**config.mk**
```make
export PLATFORM = sky130hd
export DESIGN_NAME = pidl_cell
export DESIGN_NICKNAME = d
export VERILOG_FILES = /design/src/design/pidl_pkg.sv /design/src/design/pidl_cell.sv
export SDC_FILE = /design/constraint.sdc
export NUM_CORES = 1
export LEC_CHECK = 0
export BUFFER_PORTS_ARGS = -buffer_cell sky130_fd_sc_hd__buf_2
export CAP_MARGIN = 30
export CELL_PAD_IN_SITES_DETAIL_PLACEMENT = 1
export CELL_PAD_IN_SITES_GLOBAL_PLACEMENT = 2
export CORE_MARGIN = 3
export CORE_UTILIZATION = 23
export CTS_BUF_LIST = sky130_fd_sc_hd__clkbuf_4 sky130_fd_sc_hd__clkbuf_8
export CTS_CLUSTER_SIZE = 28
export DETAILED_ROUTE_END_ITERATION = 10
export PLACE_DENSITY = 0.89
export SETUP_SLACK_MARGIN = 0.15
export SLEW_MARGIN = 10
export SYNTH_ARGS = -nofsm -noshare
export SYNTH_HDL_FRONTEND = slang
export SYNTH_SLANG_ARGS = --single-unit
```
**constraint.sdc**
```tcl
create_clock -name clock -period 5.3 [get_ports clock]
set_input_delay 1.06 -clock clock [delete_from_list [all_inputs] [get_ports clock]]
set_output_delay 1.06 -clock clock [all_outputs]
set_load 0.03 [all_outputs]
```
**src/design/pidl_pkg.sv**
```systemverilog
// shared types and constants for the positional insert/delete list
package pidl_pkg;

   localparam int DEPTH    = 64;
   localparam int IDX_W    = $clog2(DEPTH);
   localparam int CNT_W    = $clog2(DEPTH + 1);
   localparam int POS_W    = 8;
   localparam int CMP_W    = (CNT_W > POS_W) ? CNT_W : POS_W;
   localparam int WORD_W   = 32;
   localparam int CAP_W    = 7;
   localparam int COUNT_W  = 7;
   localparam int PADDR_W  = 3;
   localparam int PDATA_W  = 32;

   localparam logic [CAP_W-1:0] CAP_RESET = CAP_W'(64);
   localparam logic [PADDR_W-3:0] REG_CAPACITY = '0;

   typedef enum logic [1:0] {
      KIND_INSERT = 2'd0,
      KIND_DELETE = 2'd1,
      KIND_READ   = 2'd2,
      KIND_NOP    = 2'd3
   } kind_type;

   typedef enum logic [1:0] {
      STATUS_DONE      = 2'd0,
      STATUS_FULL      = 2'd1,
      STATUS_EMPTY     = 2'd2,
      STATUS_BAD_POS   = 2'd3
   } status_type;

   typedef struct packed {
      kind_type                  kind;
      logic [POS_W-1:0]          position;
      logic signed [WORD_W-1:0]  value;
   } req_type;

   typedef struct packed {
      status_type                status;
      logic signed [WORD_W-1:0]  word;
      logic [COUNT_W-1:0]        count;
      logic                      full_res;
      logic                      empty_res;
   } rsp_type;

   typedef struct packed {
      logic              ins;
      logic              del;
      logic [IDX_W-1:0]  sel;
   } cell_cmd_type;

endpackage

```
**src/design/pidl_cell.sv**
```systemverilog
// one list cell: holds a word and shifts with its neighbors on insert or delete
module pidl_cell (
   input  logic                          clock,
   input  pidl_pkg::cell_cmd_type        cmd,
   input  logic [pidl_pkg::IDX_W-1:0]    my_idx,
   input  logic [pidl_pkg::IDX_W-1:0]    rd_idx,
   input  logic [pidl_pkg::WORD_W-1:0]   value,
   input  logic [pidl_pkg::WORD_W-1:0]   left_word,
   input  logic [pidl_pkg::WORD_W-1:0]   right_word,
   output logic [pidl_pkg::WORD_W-1:0]   word,
   output logic [pidl_pkg::WORD_W-1:0]   rd_word
);
   import pidl_pkg::*;

   logic [WORD_W-1:0] word_ff;
   logic [WORD_W-1:0] word_in;

   always_comb begin
      word_in = word_ff;
      if (cmd.ins) begin
         if (my_idx > cmd.sel) begin
            word_in = left_word;
         end else if (my_idx == cmd.sel) begin
            word_in = value;
         end
      end else if (cmd.del) begin
         if (my_idx >= cmd.sel) begin
            word_in = right_word;
         end
      end
   end

   always_ff @(posedge clock) begin
      word_ff <= word_in;
   end

   assign word    = word_ff;
   assign rd_word = (my_idx == rd_idx) ? word_ff : '0;

endmodule

```
==> results of run 1 <==
==> layer usage <==
layer	up-vias	GRT usage	part of all wire
met3	6	0.02594	0.061
met5	-	0	0
met1	998	0.1597	0.39
met2	85	0.2604	0.54
met4	0	0.04036	0.0098
li1	1047	-	-
==> cells in the mapped netlist (3+ instances only) <==
cell | instances | share of area
inv_1 | 9 | 0.016
xnor2_1 | 4 | 0.017
clkbuf_1 | 6 | 0.011
nor3_1 | 3 | 0.0071
edfxtp_1 | 32 | 0.45
buf_2 | 3 | 0.0071
o221a_1 | 30 | 0.16
buf_6 | 3 | 0.016
or2_2 | 31 | 0.091
ha_1 | 6 | 0.035
a21oi_1 | 5 | 0.012
and2_1 | 32 | 0.094
==> worst max path at each step <==
| stage | start | to | slack (ns) | cells after the start |
|---|---|---|---|---|
| after detailed placement | my_idx[0] | rd_word[14] | 1.90 | 7 |
| after global routing | my_idx[0] | rd_word[6] | 1.78 | 7 |
| after floorplan | rd_idx[4] | rd_word[10] | 2.13 | 5 |
| after CTS | my_idx[0] | rd_word[14] | 1.89 | 7 |
| final | my_idx[0] | rd_word[6] | 1.91 | 7 |
| after global placement | my_idx[0] | rd_word[5] | 1.98 | 7 |
==> cell type report <==
cell class / instances / area share
clock inverters: 1 / 0.001550
repair buffers: 183 / 0.2921
inverters: 9 / 0.01046
clock buffers: 6 / 0.02363
well taps: 108 / 0.04184
flip-flops and latches: 32 / 0.2976
multi-input cells: 132 / 0.3328
==> per-stage QoR <==
step	hold WS [ns]	utilization	cell area, um^2	power [W]	setup slack, ns
after floorplan	1.299	-	2121	0.0005303	2.129
after global placement	1.399	0.3527	3120	0.0006360	1.982
after detailed placement	1.404	0.3527	3120	0.0006435	1.900
after CTS	1.111	0.3619	3202	0.0008274	1.887
after global routing	1.117	0.3650	3229	0.0008665	1.780
final	1.121	0.3650	3229	0.0008174	1.913
==> cells in the final DEF, fill, tap and decap left out <==
cell,instances
and3_1,1
nand4_1,1
or2_2,31
nor3_2,1
a211o_4,1
o41ai_1,1
and3b_1,1
clkinv_2,1
buf_2,180
o221a_1,30
nand4_2,1
o32ai_1,1
o21a_1,2
and2_1,32
nor2_1,1
buf_16,1
buf_4,2
xnor2_1,4
nand2b_1,2
clkbuf_4,1
ha_1,6
nor2b_1,1
a21oi_1,5
a31oi_4,1
inv_1,9
edfxtp_1,32
clkbuf_8,5
o21bai_4,1
xor2_1,2
o21ai_0,1
nor3_1,2
o221a_2,1
nand2_1,2
==> kinds of logic (layout without fill, tap and decap cells) <==
kind of cell	after synthesis	count (layout)	synth area share
buffers and inverters	21	199	0.04955
AND/OR/NAND/NOR	76	76	0.2230
flip-flops	32	32	0.4531
adder cells (fa/ha/maj)	6	6	0.03540
XOR/XNOR	6	6	0.02478
AO/OA/AOI/OAI	44	44	0.2142
==> report_power, final <==
part           internal [W]  total, W  switching (W)
Clock             0.0000943  0.000180      0.0000853
Combinational      0.000110  0.000287       0.000177
Sequential         0.000332  0.000351      0.0000189
==> results.cfg, run 1 <==
[detailed_routing]
post-route-drc-count = 0
dr.pass1.iters = 3
wirelength_um = 7774
viasPerCell = 4.535
drtIter0Drc = 14
dr_total_vias = 2136
detail-route-antenna-nets = 0
post_drt_wl_per_cell_um = 16.51

[logic_synthesis]
ys_seq_elements = 32
yosysSeqAreaShare = 0.4531
synthCells = 185
syn_nets = 308
synth_ff_type = edfxtp_1
yosysWarnings = 0
synth.avg_cell_area_um2 = 11.46
async_flop_share = 0
yosysUniqueCellTypes = 29
synth-edff-count = 32
synth_area_um2 = 2121

[floorplan]
die_w_um = 102.0
core_um2 = 8848
dieArea_um2 = 10410
row_count = 34
start_util = 0.2397
die_height_um = 102.0
io_pins = 181

[cells_and_area]
fillers = 1068
area_growth_pct = 52.27
largest_reg_flops = 32
register_area_um2 = 960.9
final_cells = 471
num_antenna_cells = 0
drive_gt1_frac = 0.6253
nNetsFinal = 486
multi_input_area_um2 = 1075

[sta]
fin_crit_ns = 3.387
finalHoldViolations = 0
fmax_ghz = 0.2952
maxSlewViolCount = 0
setup_violations = 0
worst_pin_slew_ns = 0.6469
finalCritPeriodShare = 0.6391
rsz0062_at_grt = false
slew_headroom = 0.5687
finalSetupTns_ns = 0

[worst_setup_path]
endpoint_kind = primary output
arrival_ns = 2.33
crit_top_cell = buf_2
cp.required_ns = 4.24
path_buf_inv = 3
worst-setup-path-type = in2out
max_stage_delay_ns = 0.30
worstPathCellList = buf_2 -> xnor2_1 -> nand4_1 -> nor3_2 -> buf_4 -> and2_1 -> buf_2
crit_slowest_cell = buf_4
crit_fanout = 32
crit_path_start_kind = input pin
path_delay_family = buffers and inverters

[clock_network]
tritoncts.num_buffers = 5
ctsHoldBuffers = 0
cts_root_buffer = clkbuf_8
cts_buffer_depth = 2
cts_tree = yes
cts_setup_buffers = 0
ctsResizeCount = 0
htree_levels = 2
clkSinkCount = 32
path_clk_slew_ns = 0.07

[global_route]
grt_usage = 0.1390
grt_pass1_vias = 2166
overflow = 0
grt_max_degree = 37
antenna_found_initial = 0
grt_first_pass_wirelength_um = 11050

[job]
cap_violations = 0

[min_path]
hold_depth = 2
hold_class = in2reg
whs_endpoint = word[13]$_DFFE_PP_
holdCritStartpoint = value[13]

[pwr]
power.density_nw_per_um2 = 253.1
peakVddDrop_mv = 0.06712
leakagePower_nw = 1.561

[status]
outcome = finished clean

[placement]
port_buffers = 180
hpwl_um = 6111
post-place-cells = 463
gp_congestion = 0.7507
(Power assumes the default switching activity.)
==> run 2, diff against run 1 <==
--- a/config.mk
+++ b/config.mk
@@ -10,11 +10,11 @@
 export CELL_PAD_IN_SITES_DETAIL_PLACEMENT = 1
 export CELL_PAD_IN_SITES_GLOBAL_PLACEMENT = 2
 export CORE_MARGIN = 3
-export CORE_UTILIZATION = 23
+export CORE_UTILIZATION = 21
 export CTS_BUF_LIST = sky130_fd_sc_hd__clkbuf_4 sky130_fd_sc_hd__clkbuf_8
 export CTS_CLUSTER_SIZE = 28
 export DETAILED_ROUTE_END_ITERATION = 10
-export PLACE_DENSITY = 0.89
+export PLACE_DENSITY = 0.82
 export SETUP_SLACK_MARGIN = 0.15
 export SLEW_MARGIN = 10
 export SYNTH_ARGS = -nofsm -noshare
==> constraint.sdc (replaced) <==
create_clock -name clock -period 3.5 [get_ports clock]
set_input_delay 0.7 -clock clock [delete_from_list [all_inputs] [get_ports clock]]
set_output_delay 0.7 -clock clock [all_outputs]
set_load 0.03 [all_outputs]
==> run 2 against run 1 <==
  * Count of clock-buffer cells in the layout did not move
  * Sequential power rose by 52%
  * Sequential share of layout area down 0.38 points
  * Final area is 1.3% higher
  * Die area is 9.0% higher
  * Clock power increased by 99%
  * Routed wire length about the same
==> results.cfg, run 2 (same netlist as run 1, synthesis figures left out) <==
[sta]
slew_headroom = 0.4069
finalSetupTns_ns = 0
worst_pin_slew_ns = 0.8896
finalHoldViolations = 0
fin_crit_ns = 2.673
maxSlewViolCount = 0
setup_violations = 0
rsz0062_at_grt = false
fmax_ghz = 0.3740
finalCritPeriodShare = 0.7639

[floorplan]
dieArea_um2 = 11340
io_pins = 181
row_count = 36
core_um2 = 9774
start_util = 0.2170
die_height_um = 106.5
die_w_um = 106.5

[cells_and_area]
nNetsFinal = 486
num_antenna_cells = 0
fillers = 1169
drive_gt1_frac = 0.6264
layout_common_cells = buf_2 (180), and2_1 (32), edfxtp_1 (32), or2_2 (31), o221a_1 (30)
largest_reg_flops = 32
final_common_cell = buf_2
area_growth_pct = 54.22

[pwr]
power.density_nw_per_um2 = 402.7
p_int_w = 0.0008837
swShare = 0.3290
leakagePower_nw = 1.567
netSwitchingPower_w = 0.0004333
peakVddDrop_mv = 0.1413
p_clk_frac = 0.272
total_power_w = 0.001317
pwr-share-comb = 0.322
pwr-share-seq = 0.405

[worst_setup_path]
crit_fanout = 32
max_stage_delay_ns = 0.29
worstPathCellList = buf_2 -> xnor2_1 -> nand4_1 -> nor3_2 -> buf_4 -> and2_1 -> buf_2
crit_top_cell = buf_2
crit_path_start_kind = input pin
cp.required_ns = 2.80
endpoint_kind = primary output
worst-setup-path-type = in2out
arrival_ns = 1.97
crit_slowest_cell = buf_4

[global_route]
grt_first_pass_wirelength_um = 11480
grt_pass1_vias = 2231
overflow = 0
grt_max_degree = 37
antenna_found_initial = 0
grt_usage = 0.1284

[placement]
port_buffers = 180
hpwl_um = 6419
gp_congestion = 0.7379

[detailed_routing]
wirelength_um = 7779
dr.pass1.iters = 4
dr_total_vias = 2154
detail-route-antenna-nets = 0
viasPerCell = 4.334
drtIter0Drc = 58
post_drt_wl_per_cell_um = 15.65
post-route-drc-count = 0

[clock_network]
tritoncts.num_buffers = 5
cts_setup_buffers = 0
cts_tree = yes
htree_levels = 2
path_clk_slew_ns = 0.07
cts_root_buffer = clkbuf_8
ctsHoldBuffers = 0
clkSinkCount = 32
ctsResizeCount = 0
cts_buffer_depth = 2

[status]
outcome = finished clean

[min_path]
whs_endpoint = word[26]$_DFFE_PP_
holdCritStartpoint = value[26]
hold_depth = 2
hold_class = in2reg

[job]
cap_violations = 0
==> run 2: cell count changes in the layout (fill, tap and decap cells not counted) <==
| cell | before | now |
|---|---|---|
| buf_16 | 1 | 0 |
| buf_4 | 2 | 3 |
| bufinv_16 | 0 | 1 |
==> run 2: cell type report <==
| type | instances | area (um^2) | share of cell area |
|---|---|---|---|
| Inverter | 9 | 33.78 | 0.01033 |
| Clock buffer | 6 | 76.32 | 0.02334 |
| Clock inverter | 2 | 35.03 | 0.01071 |
| Sequential cell | 32 | 960.9 | 0.2938 |
| Tap cell | 133 | 166.4 | 0.05088 |
| Timing Repair Buffer | 183 | 923.4 | 0.2823 |
| Multi-Input combinational cell | 132 | 1075 | 0.3286 |
==> run 2: routing by layer <==
metal | vias to the layer above | GRT usage | routed length (um)
met2 | 76 | 0.2466 | 4248
met3 | 6 | 0.01882 | 353
met5 | - | 0 | 0
li1 | 1049 | - | -
met1 | 1023 | 0.1464 | 3080
met4 | 0 | 0.03562 | 97
==> run 2: power groups by stage <==
| stage | logic [W] | registers (W) | clock network [W] |
|---|---|---|---|
| after floorplan | 0.000143 | 0.000660 | 0 |
| final | 0.000425 | 0.000534 | 0.000359 |
| after CTS | 0.000432 | 0.000536 | 0.000378 |
| after global placement | 0.000421 | 0.000541 | 0 |
| after detailed placement | 0.000431 | 0.000545 | 0 |
| after global routing | 0.000457 | 0.000543 | 0.000392 |
==> run 2: worst max path at each step <==
stage / startpoint / to / cells past startpoint
finish: my_idx[0] / rd_word[12] / 7
global route: my_idx[0] / rd_word[8] / 7
CTS: my_idx[0] / rd_word[5] / 7
detailed placement: my_idx[1] / word[23]$_DFFE_PP_ / 6
global placement: my_idx[1] / word[31]$_DFFE_PP_ / 6
floorplan: cmd[5] / word[0]$_DFFE_PP_ / 6
==> run 2: critical path: cells and delay by family <==
kind / cells / cell delay [ns]
buf+inv: 3 / 0.59
simple gates: 3 / 0.46
xor+xnor: 1 / 0.20
==> run 2: stage by stage <==
stage	cells	cell area [um^2]	hold WS (ns)	utilization	worst slack [ns]
2_1_floorplan	185	2121	0.9387	-	0.9156
3_3_place_gp	489	3159	1.035	0.3232	0.7268
3_5_place_dp	489	3159	1.047	0.3232	0.6701
4_1_cts	497	3271	0.7475	0.3346	0.7568
5_1_grt	497	3271	0.7504	0.3346	0.6695
6_report	497	3271	0.7594	0.3346	0.8265
==> run 3, diff against run 2 <==
--- a/config.mk
+++ b/config.mk
@@ -5,16 +5,17 @@
 export SDC_FILE = /design/constraint.sdc
 export NUM_CORES = 1
 export LEC_CHECK = 0
+export ABC_AREA = 1
 export BUFFER_PORTS_ARGS = -buffer_cell sky130_fd_sc_hd__buf_2
 export CAP_MARGIN = 30
 export CELL_PAD_IN_SITES_DETAIL_PLACEMENT = 1
 export CELL_PAD_IN_SITES_GLOBAL_PLACEMENT = 2
 export CORE_MARGIN = 3
-export CORE_UTILIZATION = 21
+export CORE_UTILIZATION = 18
 export CTS_BUF_LIST = sky130_fd_sc_hd__clkbuf_4 sky130_fd_sc_hd__clkbuf_8
 export CTS_CLUSTER_SIZE = 28
 export DETAILED_ROUTE_END_ITERATION = 10
-export PLACE_DENSITY = 0.82
+export PLACE_DENSITY = 0.79
 export SETUP_SLACK_MARGIN = 0.15
 export SLEW_MARGIN = 10
 export SYNTH_ARGS = -nofsm -noshare
==> constraint.sdc (replaced) <==
create_clock -name clock -period 2.4 [get_ports clock]
set_input_delay 0.48 -clock clock [delete_from_list [all_inputs] [get_ports clock]]
set_output_delay 0.48 -clock clock [all_outputs]
set_load 0.03 [all_outputs]
==> run 3 against run 2 <==
  * Routed wire length grew 26%
  * Hold slack lost 0.29 ns
  * Count of clock-buffer cells in the layout is the same
  * Combinational power grew 72%
  * Sequential power grew 48%
  * Clock power grew 48%
  * Critical path depth is the same
  * Non-clock buffer count grew 8
  * Sequential share of layout area shrank 3.6 points
  * Total power grew 56%
  * Die area grew 36%
==> results.cfg, run 3 <==
[detailed_routing]
detail-route-antenna-nets = 0
dr.pass1.iters = 4
wirelength_um = 9788
dr_total_vias = 2900
post-route-drc-count = 0
post_drt_wl_per_cell_um = 13.28
viasPerCell = 3.935
drtIter0Drc = 80

[cells_and_area]
final_common_cell = buf_2
area_growth_pct = 48.40
drive_gt1_frac = 0.3672
fillers = 1799
nNetsFinal = 683
layout_common_cells = buf_2 (180), inv_1 (107), nand2_1 (103), nand3_1 (64), nor2_1 (34)
num_antenna_cells = 0
largest_reg_flops = 32

[sta]
finalHoldViolations = 0
finalCritPeriodShare = 0.8509
rsz0062_at_grt = false
maxSlewViolCount = 0
worst_pin_slew_ns = 0.3961
fin_crit_ns = 2.042
slew_headroom = 0.7360
finalSetupTns_ns = 0
fmax_ghz = 0.4897
worst_slack_ns = 0.3579
setup_violations = 0

[clock_network]
clkSinkCount = 32
path_clk_slew_ns = 0.07
ctsHoldBuffers = 0
cts_root_buffer = clkbuf_8
ctsResizeCount = 0
tritoncts.num_buffers = 5
cts_setup_buffers = 0
htree_levels = 2
cts_tree = yes
cts_buffer_depth = 2

[pwr]
peakVddDrop_mv = 0.2689
power.density_nw_per_um2 = 551.8
leakagePower_nw = 2.338

[logic_synthesis]
yosysUniqueCellTypes = 20
syn_nets = 504
synthCells = 381
synth_top_area_frac = 0.3829
yosysWarnings = 0
synth-edff-count = 32
yosysSeqAreaShare = 0.3829
yosysMostFrequentCell = inv_1
ys_seq_elements = 32
synth.avg_cell_area_um2 = 6.588
async_flop_share = 0
synth_top_cells_by_count = inv_1 (108), nand2_1 (103), nand3_1 (64)
synthTopCellsByArea = edfxtp_1 (38%), inv_1 (16%), nand2_1 (15%)
synth_ff_type = edfxtp_1
synth_top_area_cell = edfxtp_1
synth_area_um2 = 2510

[worst_setup_path]
cp.required_ns = 1.92
crit_fanout = 19
arrival_ns = 1.56
startpoint = rd_idx[2]
crit_path_start_kind = input pin
crit_end = rd_word[11]
endpoint_kind = primary output
worst-setup-path-type = in2out

[min_path]
hold_depth = 3
hold_class = in2reg

[global_route]
overflow = 0
grt_pass1_vias = 2918
grt_max_degree = 33
grt_usage = 0.1206
antenna_found_initial = 0
grt_first_pass_wirelength_um = 14500

[floorplan]
row_count = 42
core_um2 = 13450
start_util = 0.1866
die_height_um = 124.1
io_pins = 181
dieArea_um2 = 15400
die_w_um = 124.1

[placement]
gp_congestion = 0.7276
hpwl_um = 8066
port_buffers = 180
post-place-ws_ns = 0.2024

[status]
outcome = finished clean

[job]
cap_violations = 0
-- run 3: area by class of cell --
cell class / count / area, um^2 / area share
flip-flops and latches: 32 / 960.9 / 0.2580
clock buffers: 6 / 76.32 / 0.02049
repair buffers: 191 / 983.4 / 0.2640
clock inverters: 2 / 35.03 / 0.009405
multi-input cells: 222 / 1040 / 0.2791
inverters: 108 / 409.1 / 0.1098
well taps: 176 / 220.2 / 0.05912
-- run 3: how the worst min path moves through the flow --
stage                   startpoint                  to  slack [ns]
finish               right_word[4]   word[4]$_DFFE_PP_        0.47
global route        right_word[15]  word[15]$_DFFE_PP_        0.47
CTS                  right_word[7]   word[7]$_DFFE_PP_        0.45
detailed placement  right_word[11]  word[11]$_DFFE_PP_        0.76
global placement     right_word[9]   word[9]$_DFFE_PP_        0.75
floorplan            right_word[0]   word[0]$_DFFE_PP_        0.67
-- run 3: metal layers --
layer,share of wire,GRT usage,vias up
li1,-,-,1485
met1,0.43,0.1493,1311
met2,0.51,0.2233,97
met3,0.058,0.01680,7
met4,0.0080,0.02259,0
met5,0,0,-
-- run 3: power by group --
group          internal (W)  switching, W  leakage (nW)  total (W)
Sequential         0.000736     0.0000532         0.301   0.000789
Combinational      0.000242      0.000492          1.98   0.000733
Clock              0.000320      0.000214        0.0586   0.000533
-- run 3: per-stage QoR --
| step | hold slack [ns] | instance area, um^2 | instances | util | total power (W) |
|---|---|---|---|---|---|
| after floorplan | 0.6659 | 2524 | 381 | - | 0.001266 |
| after global placement | 0.7530 | 3613 | 729 | 0.2686 | 0.001534 |
| after detailed placement | 0.7596 | 3613 | 729 | 0.2686 | 0.001553 |
| after CTS | 0.4536 | 3725 | 737 | 0.2769 | 0.002108 |
| after global routing | 0.4662 | 3725 | 737 | 0.2769 | 0.002203 |
| final | 0.4741 | 3725 | 737 | 0.2769 | 0.002056 |
-- run 3: logic make-up after synthesis --
kind of cell	share of synthesized area
simple gates	0.3579
fa+ha+maj	0.02991
compound gates	0.003984
buf+inv	0.2044
xor+xnor	0.02094
flops	0.3829
-- run 3: critical path, stage by stage --
cell     delay (ns)
buf_2          0.10
xor2_1         0.15
nor2_1         0.13
nand4_1        0.14
buf_4          0.24
nor2_1         0.11
buf_2          0.21
